$ cat src/hw/rtl/envelope_gated_gain_fader_unit_macros.svh
// Assertion helpers shared by the fader RTL.
// Each helper samples on i_clk and is disabled while i_rst_n is low.
`ifndef ENVELOPE_GATED_GAIN_FADER_UNIT_MACROS_SVH
`define ENVELOPE_GATED_GAIN_FADER_UNIT_MACROS_SVH

// Same-cycle implication
`define EGF_ASSERT_IMPL(lbl, ante, cons, msg) \
    lbl: assert property (@(posedge i_clk) disable iff (!i_rst_n) (ante) |-> (cons)) \
        else $error(msg);

// Next-cycle implication
`define EGF_ASSERT_NEXT(lbl, ante, cons, msg) \
    lbl: assert property (@(posedge i_clk) disable iff (!i_rst_n) (ante) |=> (cons)) \
        else $error(msg);

`endif

$ cat src/hw/rtl/egf_pkg.sv
package egf_pkg;

    // Field widths
    localparam int DATA_W    = 24;
    localparam int COEF_W    = 17;
    localparam int COEF_FRAC = 16;
    localparam int CLIP_W    = DATA_W + 1;
    localparam int PROD_W    = COEF_W + DATA_W;
    localparam int QUOT_W    = DATA_W - 1;

    // APB port
    localparam int APB_DATA_W = 32;
    localparam int APB_ADDR_W = 4;

    // Serial unit lengths
    localparam int MUL_STEPS = COEF_W;
    localparam int DIV_STEPS = QUOT_W;
    localparam int MUL_CNT_W = $clog2(MUL_STEPS + 1);
    localparam int DIV_CNT_W = $clog2(DIV_STEPS + 1);

    // Fixed-point constants
    localparam logic [DATA_W-1:0] UNITY      = DATA_W'(1) << QUOT_W;
    localparam logic [COEF_W-1:0] COEF_ONE   = COEF_W'(1) << COEF_FRAC;
    localparam logic [PROD_W-1:0] ROUND_HALF = PROD_W'(1) << (COEF_FRAC - 1);

    // Register reset values
    localparam logic [COEF_W-1:0] ATTACK_RST    = COEF_W'(167);
    localparam logic [COEF_W-1:0] RELEASE_RST   = COEF_W'(167);
    localparam logic [DATA_W-1:0] THRESHOLD_RST = DATA_W'(839);
    localparam logic [DATA_W-1:0] CLIP_STEP_RST = DATA_W'(3495);

    // Register map, word index
    typedef enum logic [1:0] {
        REG_ATTACK    = 2'd0,
        REG_RELEASE   = 2'd1,
        REG_THRESHOLD = 2'd2,
        REG_CLIP_STEP = 2'd3
    } t_reg_idx;

    // Fade machine
    typedef enum logic [1:0] {
        FADE_CLOSED = 2'd0,
        FADE_FADING = 2'd1,
        FADE_OPENED = 2'd2
    } t_fade;

    // Sample sequencer
    typedef enum logic [2:0] {
        SEQ_IDLE,
        SEQ_MUL,
        SEQ_UPD,
        SEQ_DIV,
        SEQ_OUT
    } t_seq;

    // Configuration bundle from the register block
    typedef struct packed {
        logic [COEF_W-1:0] attack_coef;
        logic [COEF_W-1:0] release_coef;
        logic [DATA_W-1:0] threshold;
        logic [DATA_W-1:0] clip_step;
    } t_cfg;

endpackage

$ cat src/hw/rtl/egf_stream_if.sv
interface egf_sample_if;
    logic                              valid;
    logic                              ready;
    logic signed [egf_pkg::DATA_W-1:0] sample;

    modport source (output valid, output sample, input ready);
    modport sink   (input valid, input sample, output ready);
endinterface

interface egf_gain_if;
    logic                       valid;
    logic                       ready;
    logic [egf_pkg::DATA_W-1:0] gain;

    modport source (output valid, output gain, input ready);
    modport sink   (input valid, input gain, output ready);
endinterface

$ cat src/hw/rtl/egf_regs.sv
module egf_regs (
    input  logic                              i_clk,
    input  logic                              i_rst_n,
    input  logic                              psel,
    input  logic                              penable,
    input  logic                              pwrite,
    input  logic [egf_pkg::APB_ADDR_W-1:0]    paddr,
    input  logic [egf_pkg::APB_DATA_W-1:0]    pwdata,
    output logic [egf_pkg::APB_DATA_W-1:0]    prdata,
    output logic                              pready,
    output egf_pkg::t_cfg                     o_cfg
);

    egf_pkg::t_cfg    r_cfg;
    egf_pkg::t_reg_idx w_idx;
    logic             w_wr;

    assign w_idx  = egf_pkg::t_reg_idx'(paddr[3:2]);
    assign w_wr   = psel && penable && pwrite;
    assign pready = 1'b1;
    assign o_cfg  = r_cfg;

    // Write the addressed register on the access cycle
    always_ff @(posedge i_clk) begin
        if (!i_rst_n) begin
            r_cfg.attack_coef  <= egf_pkg::ATTACK_RST;
            r_cfg.release_coef <= egf_pkg::RELEASE_RST;
            r_cfg.threshold    <= egf_pkg::THRESHOLD_RST;
            r_cfg.clip_step    <= egf_pkg::CLIP_STEP_RST;
        end else if (w_wr) begin
            unique case (w_idx)
                egf_pkg::REG_ATTACK:    r_cfg.attack_coef  <= pwdata[egf_pkg::COEF_W-1:0];
                egf_pkg::REG_RELEASE:   r_cfg.release_coef <= pwdata[egf_pkg::COEF_W-1:0];
                egf_pkg::REG_THRESHOLD: r_cfg.threshold    <= pwdata[egf_pkg::DATA_W-1:0];
                egf_pkg::REG_CLIP_STEP: r_cfg.clip_step    <= pwdata[egf_pkg::DATA_W-1:0];
            endcase
        end
    end

    // Read back the addressed register
    always_comb begin
        unique case (w_idx)
            egf_pkg::REG_ATTACK:    prdata = egf_pkg::APB_DATA_W'(r_cfg.attack_coef);
            egf_pkg::REG_RELEASE:   prdata = egf_pkg::APB_DATA_W'(r_cfg.release_coef);
            egf_pkg::REG_THRESHOLD: prdata = egf_pkg::APB_DATA_W'(r_cfg.threshold);
            egf_pkg::REG_CLIP_STEP: prdata = egf_pkg::APB_DATA_W'(r_cfg.clip_step);
        endcase
    end

endmodule

$ cat src/hw/rtl/egf_mul.sv
module egf_mul (
    input  logic                            i_clk,
    input  logic                            i_rst_n,
    input  logic                            i_start,
    input  logic [egf_pkg::COEF_W-1:0]      i_coef,
    input  logic [egf_pkg::DATA_W-1:0]      i_mult,
    output logic                            o_done,
    output logic [egf_pkg::PROD_W-1:0]      o_product
);

    logic                            r_busy;
    logic                            r_done;
    logic [egf_pkg::MUL_CNT_W-1:0]   r_cnt;
    logic [egf_pkg::COEF_W-1:0]      r_coef;
    logic [egf_pkg::DATA_W-1:0]      r_mult;
    logic [egf_pkg::PROD_W-1:0]      r_acc;
    logic [egf_pkg::PROD_W-1:0]      n_acc;

    // Shift-add on the coefficient, most significant bit first
    always_comb begin
        n_acc = {r_acc[egf_pkg::PROD_W-2:0], 1'b0};
        if (r_coef[egf_pkg::COEF_W-1]) begin
            n_acc = n_acc + egf_pkg::PROD_W'(r_mult);
        end
    end

    // Step counter
    always_ff @(posedge i_clk) begin
        if (!i_rst_n) begin
            r_busy <= 1'b0;
            r_done <= 1'b0;
            r_cnt  <= '0;
        end else begin
            r_done <= 1'b0;
            if (i_start) begin
                r_busy <= 1'b1;
                r_cnt  <= egf_pkg::MUL_CNT_W'(egf_pkg::MUL_STEPS);
            end else if (r_busy) begin
                r_cnt <= r_cnt - egf_pkg::MUL_CNT_W'(1);
                if (r_cnt == egf_pkg::MUL_CNT_W'(1)) begin
                    r_busy <= 1'b0;
                    r_done <= 1'b1;
                end
            end
        end
    end

    // Operand shift register and accumulator
    always_ff @(posedge i_clk) begin
        if (i_start) begin
            r_coef <= i_coef;
            r_mult <= i_mult;
            r_acc  <= '0;
        end else if (r_busy) begin
            r_coef <= {r_coef[egf_pkg::COEF_W-2:0], 1'b0};
            r_acc  <= n_acc;
        end
    end

    assign o_done    = r_done;
    assign o_product = r_acc;

endmodule

$ cat src/hw/rtl/egf_div.sv
module egf_div (
    input  logic                            i_clk,
    input  logic                            i_rst_n,
    input  logic                            i_start,
    input  logic [egf_pkg::DATA_W-1:0]      i_dividend,
    input  logic [egf_pkg::DATA_W-1:0]      i_divisor,
    output logic                            o_done,
    output logic [egf_pkg::QUOT_W-1:0]      o_quotient
);

    logic                            r_busy;
    logic                            r_done;
    logic [egf_pkg::DIV_CNT_W-1:0]   r_cnt;
    logic [egf_pkg::DATA_W-1:0]      r_rem;
    logic [egf_pkg::DATA_W-1:0]      r_div;
    logic [egf_pkg::QUOT_W-1:0]      r_quot;
    logic [egf_pkg::DATA_W:0]        w_shift;
    logic [egf_pkg::DATA_W:0]        w_diff;
    logic                            w_fit;

    // Restoring step: double the remainder, subtract the divisor if it fits
    assign w_shift = {r_rem, 1'b0};
    assign w_diff  = w_shift - {1'b0, r_div};
    assign w_fit   = w_shift >= {1'b0, r_div};

    // Step counter
    always_ff @(posedge i_clk) begin
        if (!i_rst_n) begin
            r_busy <= 1'b0;
            r_done <= 1'b0;
            r_cnt  <= '0;
        end else begin
            r_done <= 1'b0;
            if (i_start) begin
                r_busy <= 1'b1;
                r_cnt  <= egf_pkg::DIV_CNT_W'(egf_pkg::DIV_STEPS);
            end else if (r_busy) begin
                r_cnt <= r_cnt - egf_pkg::DIV_CNT_W'(1);
                if (r_cnt == egf_pkg::DIV_CNT_W'(1)) begin
                    r_busy <= 1'b0;
                    r_done <= 1'b1;
                end
            end
        end
    end

    // Remainder and quotient shift register, one quotient bit per cycle
    always_ff @(posedge i_clk) begin
        if (i_start) begin
            r_rem  <= i_dividend;
            r_div  <= i_divisor;
            r_quot <= '0;
        end else if (r_busy) begin
            r_rem  <= w_fit ? w_diff[egf_pkg::DATA_W-1:0] : w_shift[egf_pkg::DATA_W-1:0];
            r_quot <= {r_quot[egf_pkg::QUOT_W-2:0], w_fit};
        end
    end

    assign o_done     = r_done;
    assign o_quotient = r_quot;

endmodule

$ cat src/hw/rtl/envelope_gated_gain_fader_unit.sv
// Envelope-gated gain fader. Each accepted signed Q1.23 sample updates an
// envelope of its magnitude (attack or release coefficient, Q1.16) and yields
// one unsigned Q1.23 gain word. The gain is unity when no fade is computed;
// a fading gain below unity comes from the restoring divider. The bit-serial
// envelope multiplier (one coefficient bit per cycle) and the restoring divider
// (one quotient bit per cycle) work in turn; one sample is in flight at a time,
// and the next sample is taken while the previous gain still waits in the output
// register. Configuration is written over APB at byte addresses 0, 4, 8, 12
// (attack, release, threshold, clip step); the user must write it only while no
// sample is in flight, as the block itself does not enforce this.
`include "envelope_gated_gain_fader_unit_macros.svh"

module envelope_gated_gain_fader_unit (
    input  logic                              i_clk,
    input  logic                              i_rst_n,
    egf_sample_if.sink                        i_sample_if,
    egf_gain_if.source                        o_gain_if,
    input  logic                              psel,
    input  logic                              penable,
    input  logic                              pwrite,
    input  logic [egf_pkg::APB_ADDR_W-1:0]    paddr,
    input  logic [egf_pkg::APB_DATA_W-1:0]    pwdata,
    output logic [egf_pkg::APB_DATA_W-1:0]    prdata,
    output logic                              pready
);

    egf_pkg::t_cfg                    w_cfg;

    egf_pkg::t_seq                    r_seq;
    egf_pkg::t_seq                    n_seq;
    egf_pkg::t_fade                   r_fade;
    egf_pkg::t_fade                   n_fade;

    logic [egf_pkg::DATA_W-1:0]       r_env;
    logic [egf_pkg::CLIP_W-1:0]       r_clip;
    logic [egf_pkg::CLIP_W-1:0]       n_clip;
    logic                             r_up;
    logic [egf_pkg::DATA_W-1:0]       r_res;
    logic                             r_out_valid;
    logic [egf_pkg::DATA_W-1:0]       r_out_gain;

    logic                             w_in_fire;
    logic                             w_in_ready;
    logic                             w_upd_en;
    logic                             w_div_start;
    logic                             w_out_load;
    logic                             w_need_div;

    logic [egf_pkg::DATA_W-1:0]       w_raw;
    logic [egf_pkg::DATA_W-1:0]       w_mag;
    logic                             w_up;
    logic [egf_pkg::DATA_W-1:0]       w_diff;
    logic [egf_pkg::COEF_W-1:0]       w_att;
    logic [egf_pkg::COEF_W-1:0]       w_rel;
    logic [egf_pkg::COEF_W-1:0]       w_coef;
    logic [egf_pkg::DATA_W-1:0]       w_thr;

    logic                             w_mul_done;
    logic [egf_pkg::PROD_W-1:0]       w_product;
    logic [egf_pkg::PROD_W-1:0]       w_rnd;
    logic [egf_pkg::DATA_W-1:0]       w_step;
    logic [egf_pkg::DATA_W:0]         w_env_sum;
    logic [egf_pkg::DATA_W-1:0]       w_env_new;
    logic [egf_pkg::CLIP_W-1:0]       w_clip_add;

    logic                             w_div_done;
    logic [egf_pkg::QUOT_W-1:0]       w_quot;

    // Configuration registers
    egf_regs u_regs (
        .i_clk   (i_clk),
        .i_rst_n (i_rst_n),
        .psel    (psel),
        .penable (penable),
        .pwrite  (pwrite),
        .paddr   (paddr),
        .pwdata  (pwdata),
        .prdata  (prdata),
        .pready  (pready),
        .o_cfg   (w_cfg)
    );

    // Clamp coefficients and threshold to 1.0
    assign w_att = (w_cfg.attack_coef  > egf_pkg::COEF_ONE) ? egf_pkg::COEF_ONE
                                                           : w_cfg.attack_coef;
    assign w_rel = (w_cfg.release_coef > egf_pkg::COEF_ONE) ? egf_pkg::COEF_ONE
                                                           : w_cfg.release_coef;
    assign w_thr = (w_cfg.threshold > egf_pkg::UNITY) ? egf_pkg::UNITY : w_cfg.threshold;

    // Magnitude and envelope difference; the most negative sample maps to unity
    assign w_raw  = i_sample_if.sample;
    assign w_mag  = w_raw[egf_pkg::DATA_W-1] ? (~w_raw + egf_pkg::DATA_W'(1)) : w_raw;
    assign w_up   = w_mag > r_env;
    assign w_diff = w_up ? (w_mag - r_env) : (r_env - w_mag);
    assign w_coef = w_up ? w_att : w_rel;

    assign w_in_fire         = i_sample_if.valid && w_in_ready;
    assign i_sample_if.ready = w_in_ready;

    egf_mul u_mul (
        .i_clk     (i_clk),
        .i_rst_n   (i_rst_n),
        .i_start   (w_in_fire),
        .i_coef    (w_coef),
        .i_mult    (w_diff),
        .o_done    (w_mul_done),
        .o_product (w_product)
    );

    // Rounded envelope step and new envelope
    assign w_rnd     = w_product + egf_pkg::ROUND_HALF;
    assign w_step    = w_rnd[egf_pkg::COEF_FRAC +: egf_pkg::DATA_W];
    assign w_env_sum = {1'b0, r_env} + {1'b0, w_step};
    always_comb begin
        if (r_up) begin
            w_env_new = (w_env_sum > {1'b0, egf_pkg::UNITY}) ? egf_pkg::UNITY
                                                              : w_env_sum[egf_pkg::DATA_W-1:0];
        end else begin
            w_env_new = r_env - w_step;
        end
    end

    // Fade machine next state on the new envelope
    assign w_clip_add = r_clip + egf_pkg::CLIP_W'(w_cfg.clip_step);
    always_comb begin
        n_fade     = r_fade;
        n_clip     = r_clip;
        w_need_div = 1'b0;
        unique case (r_fade)
            egf_pkg::FADE_CLOSED: begin
                if (w_env_new >= w_thr) begin
                    n_clip = egf_pkg::CLIP_W'(w_thr);
                    n_fade = egf_pkg::FADE_FADING;
                end
            end
            egf_pkg::FADE_FADING: begin
                w_need_div = egf_pkg::CLIP_W'(w_env_new) > r_clip;
                if (w_env_new < w_thr) begin
                    n_fade = egf_pkg::FADE_CLOSED;
                end else begin
                    n_clip = w_clip_add;
                    if (w_clip_add >= egf_pkg::CLIP_W'(egf_pkg::UNITY)) begin
                        n_fade = egf_pkg::FADE_OPENED;
                    end
                end
            end
            egf_pkg::FADE_OPENED: begin
                if (w_env_new < w_thr) begin
                    n_fade = egf_pkg::FADE_CLOSED;
                end
            end
            default: begin
                n_fade = r_fade;
            end
        endcase
    end

    egf_div u_div (
        .i_clk      (i_clk),
        .i_rst_n    (i_rst_n),
        .i_start    (w_div_start),
        .i_dividend (r_clip[egf_pkg::DATA_W-1:0]),
        .i_divisor  (w_env_new),
        .o_done     (w_div_done),
        .o_quotient (w_quot)
    );

    // Sequencer next state
    always_comb begin
        n_seq = r_seq;
        unique case (r_seq)
            egf_pkg::SEQ_IDLE: if (w_in_fire)  n_seq = egf_pkg::SEQ_MUL;
            egf_pkg::SEQ_MUL:  if (w_mul_done) n_seq = egf_pkg::SEQ_UPD;
            egf_pkg::SEQ_UPD:  n_seq = w_need_div ? egf_pkg::SEQ_DIV : egf_pkg::SEQ_OUT;
            egf_pkg::SEQ_DIV:  if (w_div_done) n_seq = egf_pkg::SEQ_OUT;
            egf_pkg::SEQ_OUT:  if (w_out_load) n_seq = egf_pkg::SEQ_IDLE;
            default:           n_seq = egf_pkg::SEQ_IDLE;
        endcase
    end

    // Sequencer outputs
    always_comb begin
        w_in_ready  = r_seq == egf_pkg::SEQ_IDLE;
        w_upd_en    = r_seq == egf_pkg::SEQ_UPD;
        w_div_start = w_upd_en && w_need_div;
        w_out_load  = (r_seq == egf_pkg::SEQ_OUT) && (!r_out_valid || o_gain_if.ready);
    end

    // Control and state registers
    always_ff @(posedge i_clk) begin
        if (!i_rst_n) begin
            r_seq       <= egf_pkg::SEQ_IDLE;
            r_fade      <= egf_pkg::FADE_CLOSED;
            r_env       <= '0;
            r_clip      <= egf_pkg::CLIP_W'(egf_pkg::UNITY);
            r_out_valid <= 1'b0;
        end else begin
            r_seq <= n_seq;
            if (w_upd_en) begin
                r_fade <= n_fade;
                r_clip <= n_clip;
                r_env  <= w_env_new;
            end
            if (w_out_load) begin
                r_out_valid <= 1'b1;
            end else if (o_gain_if.ready) begin
                r_out_valid <= 1'b0;
            end
        end
    end

    // Hold direction, result and output word
    always_ff @(posedge i_clk) begin
        if (w_in_fire) begin
            r_up <= w_up;
        end
        if (w_upd_en && !w_need_div) begin
            r_res <= egf_pkg::UNITY;
        end else if (w_div_done) begin
            r_res <= egf_pkg::DATA_W'(w_quot);
        end
        if (w_out_load) begin
            r_out_gain <= r_res;
        end
    end

    assign o_gain_if.valid = r_out_valid;
    assign o_gain_if.gain  = r_out_gain;

    `EGF_ASSERT_IMPL(a_env_range, 1'b1, r_env <= egf_pkg::UNITY, "envelope above unity")
    `EGF_ASSERT_IMPL(a_clip_fading, r_fade == egf_pkg::FADE_FADING, r_clip <= egf_pkg::CLIP_W'(egf_pkg::UNITY), "clip above unity while fading")
    `EGF_ASSERT_IMPL(a_div_in_seq, w_div_done, r_seq == egf_pkg::SEQ_DIV, "divider finished outside divide phase")
    `EGF_ASSERT_NEXT(a_accept_mul, w_in_fire, r_seq == egf_pkg::SEQ_MUL, "accepted sample did not start multiply")

endmodule

$ cat src/flat_wrapper.sv
// flat-port wrapper written by rule: the top's interface ports become plain ports
module envelope_gated_gain_fader_unit_flat 
  (i_clk, i_rst_n, psel, penable, pwrite, paddr, pwdata, prdata, pready, i_sample_if_valid, i_sample_if_sample, i_sample_if_ready, o_gain_if_valid, o_gain_if_gain, o_gain_if_ready);
  egf_sample_if i_sample_if_i ();
  egf_gain_if o_gain_if_i ();
  input  logic i_clk;
  input  logic i_rst_n;
  input  logic psel;
  input  logic penable;
  input  logic pwrite;
  input  logic [egf_pkg::APB_ADDR_W-1:0] paddr;
  input  logic [egf_pkg::APB_DATA_W-1:0] pwdata;
  output logic [egf_pkg::APB_DATA_W-1:0] prdata;
  output logic pready;
  input wire logic [$bits(i_sample_if_i.valid)-1:0] i_sample_if_valid;
  input wire logic [$bits(i_sample_if_i.sample)-1:0] i_sample_if_sample;
  output wire logic [$bits(i_sample_if_i.ready)-1:0] i_sample_if_ready;
  output wire logic [$bits(o_gain_if_i.valid)-1:0] o_gain_if_valid;
  output wire logic [$bits(o_gain_if_i.gain)-1:0] o_gain_if_gain;
  input wire logic [$bits(o_gain_if_i.ready)-1:0] o_gain_if_ready;
  assign i_sample_if_i.valid = i_sample_if_valid;
  assign i_sample_if_i.sample = i_sample_if_sample;
  assign i_sample_if_ready = i_sample_if_i.ready;
  assign o_gain_if_valid = o_gain_if_i.valid;
  assign o_gain_if_gain = o_gain_if_i.gain;
  assign o_gain_if_i.ready = o_gain_if_ready;
  envelope_gated_gain_fader_unit u_core (.i_clk(i_clk), .i_rst_n(i_rst_n), .i_sample_if(i_sample_if_i), .o_gain_if(o_gain_if_i), .psel(psel), .penable(penable), .pwrite(pwrite), .paddr(paddr), .pwdata(pwdata), .prdata(prdata), .pready(pready));
endmodule
$ cat config.mk
export PLATFORM = sky130hd
export DESIGN_NAME = envelope_gated_gain_fader_unit_flat
export DESIGN_NICKNAME = d
export VERILOG_FILES = /design/src/hw/rtl/egf_pkg.sv /design/src/hw/rtl/egf_stream_if.sv /design/src/hw/rtl/egf_regs.sv /design/src/hw/rtl/egf_mul.sv /design/src/hw/rtl/egf_div.sv /design/src/hw/rtl/envelope_gated_gain_fader_unit.sv /design/src/flat_wrapper.sv
export VERILOG_INCLUDE_DIRS = /design/src /design/src/hw/rtl
export SDC_FILE = /design/constraint.sdc
export NUM_CORES = 1
export LEC_CHECK = 0
export ABC_AREA = 1
export BUFFER_PORTS_ARGS = -buffer_cell sky130_fd_sc_hd__clkbuf_2
export CELL_PAD_IN_SITES_DETAIL_PLACEMENT = 2
export CELL_PAD_IN_SITES_GLOBAL_PLACEMENT = 2
export CORE_ASPECT_RATIO = 1.1
export CORE_MARGIN = 2
export CORE_UTILIZATION = 36
export DETAILED_ROUTE_END_ITERATION = 12
export GPL_TIMING_DRIVEN = 0
export PLACE_DENSITY_LB_ADDON = 0.1
export RECOVER_POWER = 50
export SLEW_MARGIN = 25
export SYNTH_ARGS = -nofsm -noshare
export SYNTH_HDL_FRONTEND = slang
export SYNTH_SLANG_ARGS = --single-unit
$ cat constraint.sdc
create_clock -name i_clk -period 7.72 [get_ports i_clk]
set_input_delay 0.772 -clock i_clk [delete_from_list [all_inputs] [get_ports i_clk]]
set_output_delay 0.772 -clock i_clk [all_outputs]
set_load 0.005 [all_outputs]
==> results.yml, run 1 <==
timing:
  finalSetupViolCount: 0
  fmax_ghz: 0.137
  worst_pin_slew_ps: 1500
  max_slew_margin_pct: 0.134
  finClkSkew_ps: 13.9
  hold_viol: 0
  maxSlewViolCount: 0
  fin_crit_sh_pct: 94.3
  timing.final.ws_setup_ps: 443
  layout_min_cycle_time_ps: 7280
cells_and_area:
  fin_cells: 4972
  syn2layout_area_growth_pct: 13.1
  nNetsFinal: 4282
  drive_gt1_share_pct: 7.17
setup_path:
  critPathRequiredTime_ps: 8030
  cp-start-kind: "flop"
  worstSetupPathType: "reg -> reg"
  worst-path-max-fanout: 10
  slowest_stage: "buf_1"
  cp-end-kind: "flop"
  path_common_cell: "nand2_1"
  slowest_delay_ps: 570
  critical_path_arrival_ps: 7590
floorplan:
  rows: 104
  start_util_pct: 36.3
  pin_count: 126
  die_x_um: 263
  core_um2: 73100
  die_area_um2: 76000
  fp.dieH_um: 289
yosys:
  netlist_area_um2: 26600
  ys.flop_type: "dfxtp_1"
  synth_edf_count: 114
  yosys_register_bits: 352
  avgSynthCellArea_um2: 6.96
  synth-seq-area-share_pct: 30.8
  synth_cell_types: 62
  synthCells: 3816
  async_flop_share_pct: 0
  yosysWarnings: 0
min_path:
  hp-class: "in -> reg"
clocking:
  hold_buffers: 0
  cts_tree: "yes"
  clockRootBuffer: "clkbuf_16"
  clk_path_buf_depth: 3
  clkLatencyLatePin_ps: 600
  cts_num_sinks: 352
  numCtsBuffers: 45
  clk_pin_slew_ps: 60
  cts.htree.levels: 2
placed_design:
  place_ws_ps: -725
  dp_hpwl_mm: 92.4
  dp.cells: 4886
  globalplace.congestion: 0.924
  io_buffers: 105
pwr:
  pwr_density_cell_nw_per_um2: 369
  pwr-share-seq_pct: 25.6
  intPower_mw: 5.71
  vdd_drop_max_v: 0.000158
  p_sw_mw: 5.36
  p_leak_nw: 13.9
  clockPowerShare_pct: 21.1
  combPwrFrac_pct: 53.3
  p_sw_share_pct: 48.4
run_status:
  status: "complete, but fails checks"
  violations: "max-capacitance violations"
global_route:
  grt_usage_pct: 29.4
  grt_pass1_vias: 28900
  grt_max_degree: 25
  antenna_found_initial: 3
  overflow: 0
  grt_pass1_wl_mm: 172
detailed_routing:
  remaining_drc_errors: 0
  vias: 26900
  drtAntennaViolNets: 0
  avgViaCountPerCell: 5.41
  finalWirelength_mm: 114
  first_iter_violations: 1302
  routedWlPerCell_um: 22.8
  drt-pass1-iter-count: 5
flow_run:
  maxCapViolCount: 1
[metrics by stage]
stage | TNS, ps | total power, mW | hold slack (ps) | instance area (um^2) | util (%)
after global routing | -45.2 | 11.9 | 425 | 30100 | 41.1
after detailed placement | -23310 | 8.67 | 419 | 28400 | 38.9
after global placement | -86500 | 8.40 | 413 | 28300 | 38.7
after CTS | 0 | 11.1 | 390 | 30100 | 41.1
after floorplan | 0 | 6.58 | 409 | 26600 | -
final | 0 | 11.1 | 417 | 30100 | 41.1
[cells in the mapped netlist (all sizes together) (7+ instances only)]
| master | count | area, um^2 |
|---|---|---|
| nand4 | 38 | 238 |
| clkbuf | 85 | 322 |
| nor3 | 44 | 225 |
| or2 | 12 | 75.1 |
| a211oi | 25 | 188 |
| dfxtp | 238 | 4760 |
| xnor2 | 52 | 455 |
| nor4 | 29 | 181 |
| o21ai | 336 | 1690 |
| o21bai | 13 | 97.6 |
| o22ai | 10 | 62.6 |
| buf | 56 | 368 |
| edfxtp | 114 | 3420 |
| o21a | 10 | 75.1 |
| o211ai | 58 | 435 |
| ha | 227 | 2840 |
| a21o | 8 | 60.1 |
| xor2 | 93 | 815 |
| nor2 | 346 | 1340 |
| mux2i | 8 | 80.1 |
| a31oi | 36 | 225 |
| o2111ai | 17 | 149 |
| a21oi | 344 | 1750 |
| nand2 | 828 | 3150 |
| a2bb2oi | 7 | 61.3 |
| nand3 | 157 | 821 |
| fa | 7 | 140 |
| inv | 567 | 2130 |
[area by class of cell]
| class | count | area, um^2 |
|---|---|---|
| Antenna cell | 1 | 2.50 |
| Buffer | 143 | 716 |
| Clock buffer | 64 | 1310 |
| Clock inverter | 19 | 298 |
| Fill cell | 8855 | 43100 |
| Inverter | 571 | 2140 |
| Multi-Input combinational cell | 2757 | 15700 |
| Sequential cell | 352 | 8190 |
| Tap cell | 954 | 1190 |
| Timing Repair Buffer | 111 | 548 |
[placed cells by master, fill, tap and decap left out, types with 36 or more instances in the layout]
master and count:
nand2_1 811, inv_1 562, a21oi_1 336, nor2_1 330, o21ai_0 326, dfxtp_1 238
ha_1 227, nand3_1 149, clkbuf_1 119, edfxtp_1 114, xor2_1 89, clkbuf_2 83
o211ai_1 58, xnor2_1 52, clkbuf_16 47, nor3_1 40, nand4_1 38, a31oi_1 36
[logic make-up after synthesis]
| group | share of synthesized area (%) |
|---|---|
| buf+inv | 10.7 |
| other cells | 0.0283 |
| simple gates | 23.0 |
| mux | 0.301 |
| xor+xnor | 4.78 |
| fa+ha+maj | 11.2 |
| flops | 30.8 |
| compound gates | 19.1 |
[per-layer routing]
metal	global-route usage [%]	up-vias	share of wire, %
li1	-	13000	-
met1	36.6	13300	44
met2	52.2	440	48
met3	2.90	182	3.0
met4	12.2	4	4.4
met5	0	-	0.022
[worst paths after layout]
check | from | end | slack, ps | cells after the start
worst min register to register | u_core.r_res[11]$_SDFFE_PP0P_ | u_core.o_gain_if.gain[11]$_DFFE_PP_ | 430 | 0
worst max-delay path | u_core.u_mul.o_product[15]$_SDFFE_PP0P_ | u_core.u_div.r_rem[9]$_DFFE_PP_ | 440 | 37
worst min-delay path | pwdata[21] | u_core.u_regs.o_cfg[45]$_SDFFE_PN0P_ | 420 | 3
worst max register to register | u_core.u_mul.o_product[15]$_SDFFE_PP0P_ | u_core.u_div.r_rem[9]$_DFFE_PP_ | 440 | 37
[registers in the layout, summed over array words and instances (netlist names), 5 cells and up]
name / flops
u_core.u_regs.o_cfg: 82
u_core.u_div.r_div: 24
u_core.r_env: 24
u_core.o_gain_if.gain: 24
u_core.r_res: 24
u_core.u_mul.o_product: 40
u_core.u_mul.r_cnt: 5
u_core.u_div.r_cnt: 5
u_core.r_clip: 25
u_core.u_mul.r_mult: 24
u_core.u_div.r_rem: 24
u_core.u_div.o_quotient: 23
u_core.u_mul.r_coef: 17
[critical path: cells and delay by family, from the launching register on]
family,cells,cell delay (ps)
adder cells (fa/ha/maj),2,600
buffers and inverters,8,1540
flip-flops,1,410
XOR/XNOR,1,280
AO/OA/AOI/OAI,4,810
AND/OR/NAND/NOR,22,3330
[what timing repair did]
item                                   CTS  global route
resized for setup                        7            20
setup endpoints to repair              108           144
buffers inserted                         1             1
pin swaps                                1             1
endpoints found under the hold margin    0             0
[power by group through the flow]
stage	sequential, mW	combinational (mW)	clock [mW]
floorplan	2.67	3.91	0
global placement	2.85	5.55	0
detailed placement	2.86	5.81	0
CTS	2.83	5.90	2.39
global route	2.88	6.59	2.45
finish	2.84	5.90	2.34
Note: power is estimated with default switching activity, not from simulation.
==> inputs of run 2 (changes only) <==
==> constraint.sdc (replaced) <==
create_clock -name i_clk -period 7.05 [get_ports i_clk]
set_input_delay 0.705 -clock i_clk [delete_from_list [all_inputs] [get_ports i_clk]]
set_output_delay 0.705 -clock i_clk [all_outputs]
set_load 0.005 [all_outputs]
==> results.yml, run 2 (synthesis results as in run 1) <==
detailed_routing:
  wl_met1_mm: 50.2
  routedWlPerCell_um: 23.0
  vias: 27000
  wl_met3_mm: 3.72
  avgViaCountPerCell: 5.42
  met2_length_mm: 55.9
  drtAntennaViolNets: 0
  drt-pass1-iter-count: 5
  top_layer_used: "met5"
  first_iter_violations: 1388
  remaining_drc_errors: 0
  finalWirelength_mm: 115
pwr:
  p_leak_nw: 14.0
  combPwrFrac_pct: 53.7
  pwr-share-seq_pct: 25.5
  clockPowerShare_pct: 20.9
  vdd_drop_max_v: 0.000174
  intPower_mw: 6.30
  p_sw_share_pct: 48.6
  power_mw: 12.3
  pwr_density_cell_nw_per_um2: 404
  p_sw_mw: 5.96
cells_and_area:
  syn2layout_area_growth_pct: 14.2
  largest_reg_flops: 82
  fin_cells: 4986
  n_antenna_cell: 0
  nNetsFinal: 4297
  drive_gt1_share_pct: 8.18
  mostFrequentLayoutCells: "nand2_1 (807), inv_1 (554), a21oi_1 (336), nor2_1 (327), o21ai_0 (324)"
  fillCellCount: 8833
  final_common_cell: "nand2_1"
  postLayoutCellArea_um2: 30300
clocking:
  clockRootBuffer: "clkbuf_16"
  cts.htree.levels: 2
  clk_path_buf_depth: 3
  cts_num_sinks: 352
  clk_pin_slew_ps: 60
  numCtsBuffers: 45
  hold_buffers: 0
  clkLatencyLatePin_ps: 600
  cts_tree: "yes"
setup_path:
  critical_path_arrival_ps: 6980
  cp-start-kind: "flop"
  slowest_stage: "dfxtp_1"
  crit_start: "u_core.u_mul.o_product[16]$_SDFFE_PP0P_"
  cp-end-kind: "flop"
  worst-path-max-fanout: 12
  r2r_start: "u_core.u_mul.o_product[16]$_SDFFE_PP0P_"
  path_common_cell: "nand2_1"
  slowest_delay_ps: 380
  worstSetupPathType: "reg -> reg"
  critPathRequiredTime_ps: 7350
global_route:
  antenna_found_initial: 3
  grt_pass1_wl_mm: 173
  grt_max_degree: 25
  overflow: 0
  grt_pass1_vias: 29000
  grt_usage_pct: 29.5
placed_design:
  dpl_cell_area_um2: 28400
  dp.cells: 4886
  io_buffers: 105
  globalplace.congestion: 0.924
  dp_hpwl_mm: 92.4
timing:
  fmax_ghz: 0.150
  maxSlewViolCount: 0
  fin_crit_sh_pct: 94.8
  finClkSkew_ps: 13.3
  max_slew_margin_pct: 2.04
  hold_viol: 0
  whs_ps: 348
  fin_setup_tns_ps: 0
  rsz0062_at_grt: "yes"
  layout_min_cycle_time_ps: 6690
  worst_pin_slew_ps: 1470
  finalSetupViolCount: 0
floorplan:
  start_util_pct: 36.3
  fp.dieH_um: 289
  core_um2: 73100
  rows: 104
  pin_count: 126
  die_x_um: 263
  die_area_um2: 76000
min_path:
  min-delay-start: "pwdata[21]"
  hp-class: "in -> reg"
flow_run:
  maxCapViolCount: 0
run_status:
  status: "completed"
==> run 2: cell count changes in the layout (fill, tap and decap cells not counted), sizes merged <==
cell and change:
buf +13, clkbuf +1, clkinvlp +2, diode -1, inv -2, nand2 +1
==> run 2: worst max-delay path: cells and delay by family, from the launching register on <==
| kind | cells | cell delay [ps] |
|---|---|---|
| AND/OR/NAND/NOR | 22 | 2950 |
| XOR/XNOR | 1 | 270 |
| flip-flops | 1 | 380 |
| adder cells (fa/ha/maj) | 3 | 760 |
| buffers and inverters | 8 | 1240 |
| AO/OA/AOI/OAI | 3 | 740 |
==> run 2: final cells by class <==
| type | instances | area [um^2] | area share (%) |
|---|---|---|---|
| tap | 954 | 1190 | 3.93 |
| multi-input combinational | 2758 | 15800 | 52.1 |
| timing repair buffer | 125 | 648 | 2.14 |
| clock buffer | 64 | 1310 | 4.33 |
| sequential | 352 | 8190 | 27.0 |
| inverter | 571 | 2150 | 7.09 |
| buffer | 143 | 751 | 2.47 |
| clock inverter | 19 | 298 | 0.982 |
==> run 2: stage by stage <==
step / utilization (%) / worst slack (ps)
floorplan: - / 363
global placement: 38.7 / -2470
detailed placement: 38.9 / -1390
CTS: 41.3 / 14.6
global route: 41.5 / -76.5
finish: 41.5 / 365
==> run 2: worst paths after layout <==
check             cells past startpoint  slack [ps]                              endpoint
setup / recovery                     37         360       u_core.u_div.r_rem[2]$_DFFE_PP_
hold reg to reg                       0         430   u_core.o_gain_if.gain[11]$_DFFE_PP_
hold / removal                        3         350  u_core.u_regs.o_cfg[45]$_SDFFE_PN0P_
setup reg to reg                     37         360       u_core.u_div.r_rem[2]$_DFFE_PP_
==> run 2: power groups by stage <==
stage / logic, mW / registers [mW] / clock network, mW
2_1_floorplan: 4.28 / 2.93 / 0
4_1_cts: 6.52 / 3.10 / 2.61
3_3_place_gp: 6.08 / 3.12 / 0
3_5_place_dp: 6.36 / 3.14 / 0
6_report: 6.58 / 3.12 / 2.56
5_1_grt: 7.32 / 3.16 / 2.68
==> run 2: repair_timing <==
| item | in CTS | in global routing |
|---|---|---|
| setup endpoints to repair | 153 | 155 |
| gates cloned | 0 | 1 |
| hold endpoints to repair | 0 | 0 |
| pin swaps | 2 | 11 |
| setup buffers | 5 | 11 |
| resized for setup | 32 | 45 |
==> run 2: per-layer routing <==
layer  global-route usage, %  vias up
met5                       0        -
met2                    52.8      460
met4                    11.6        4
met3                    3.02      190
met1                    36.6    13400
li1                        -    13000
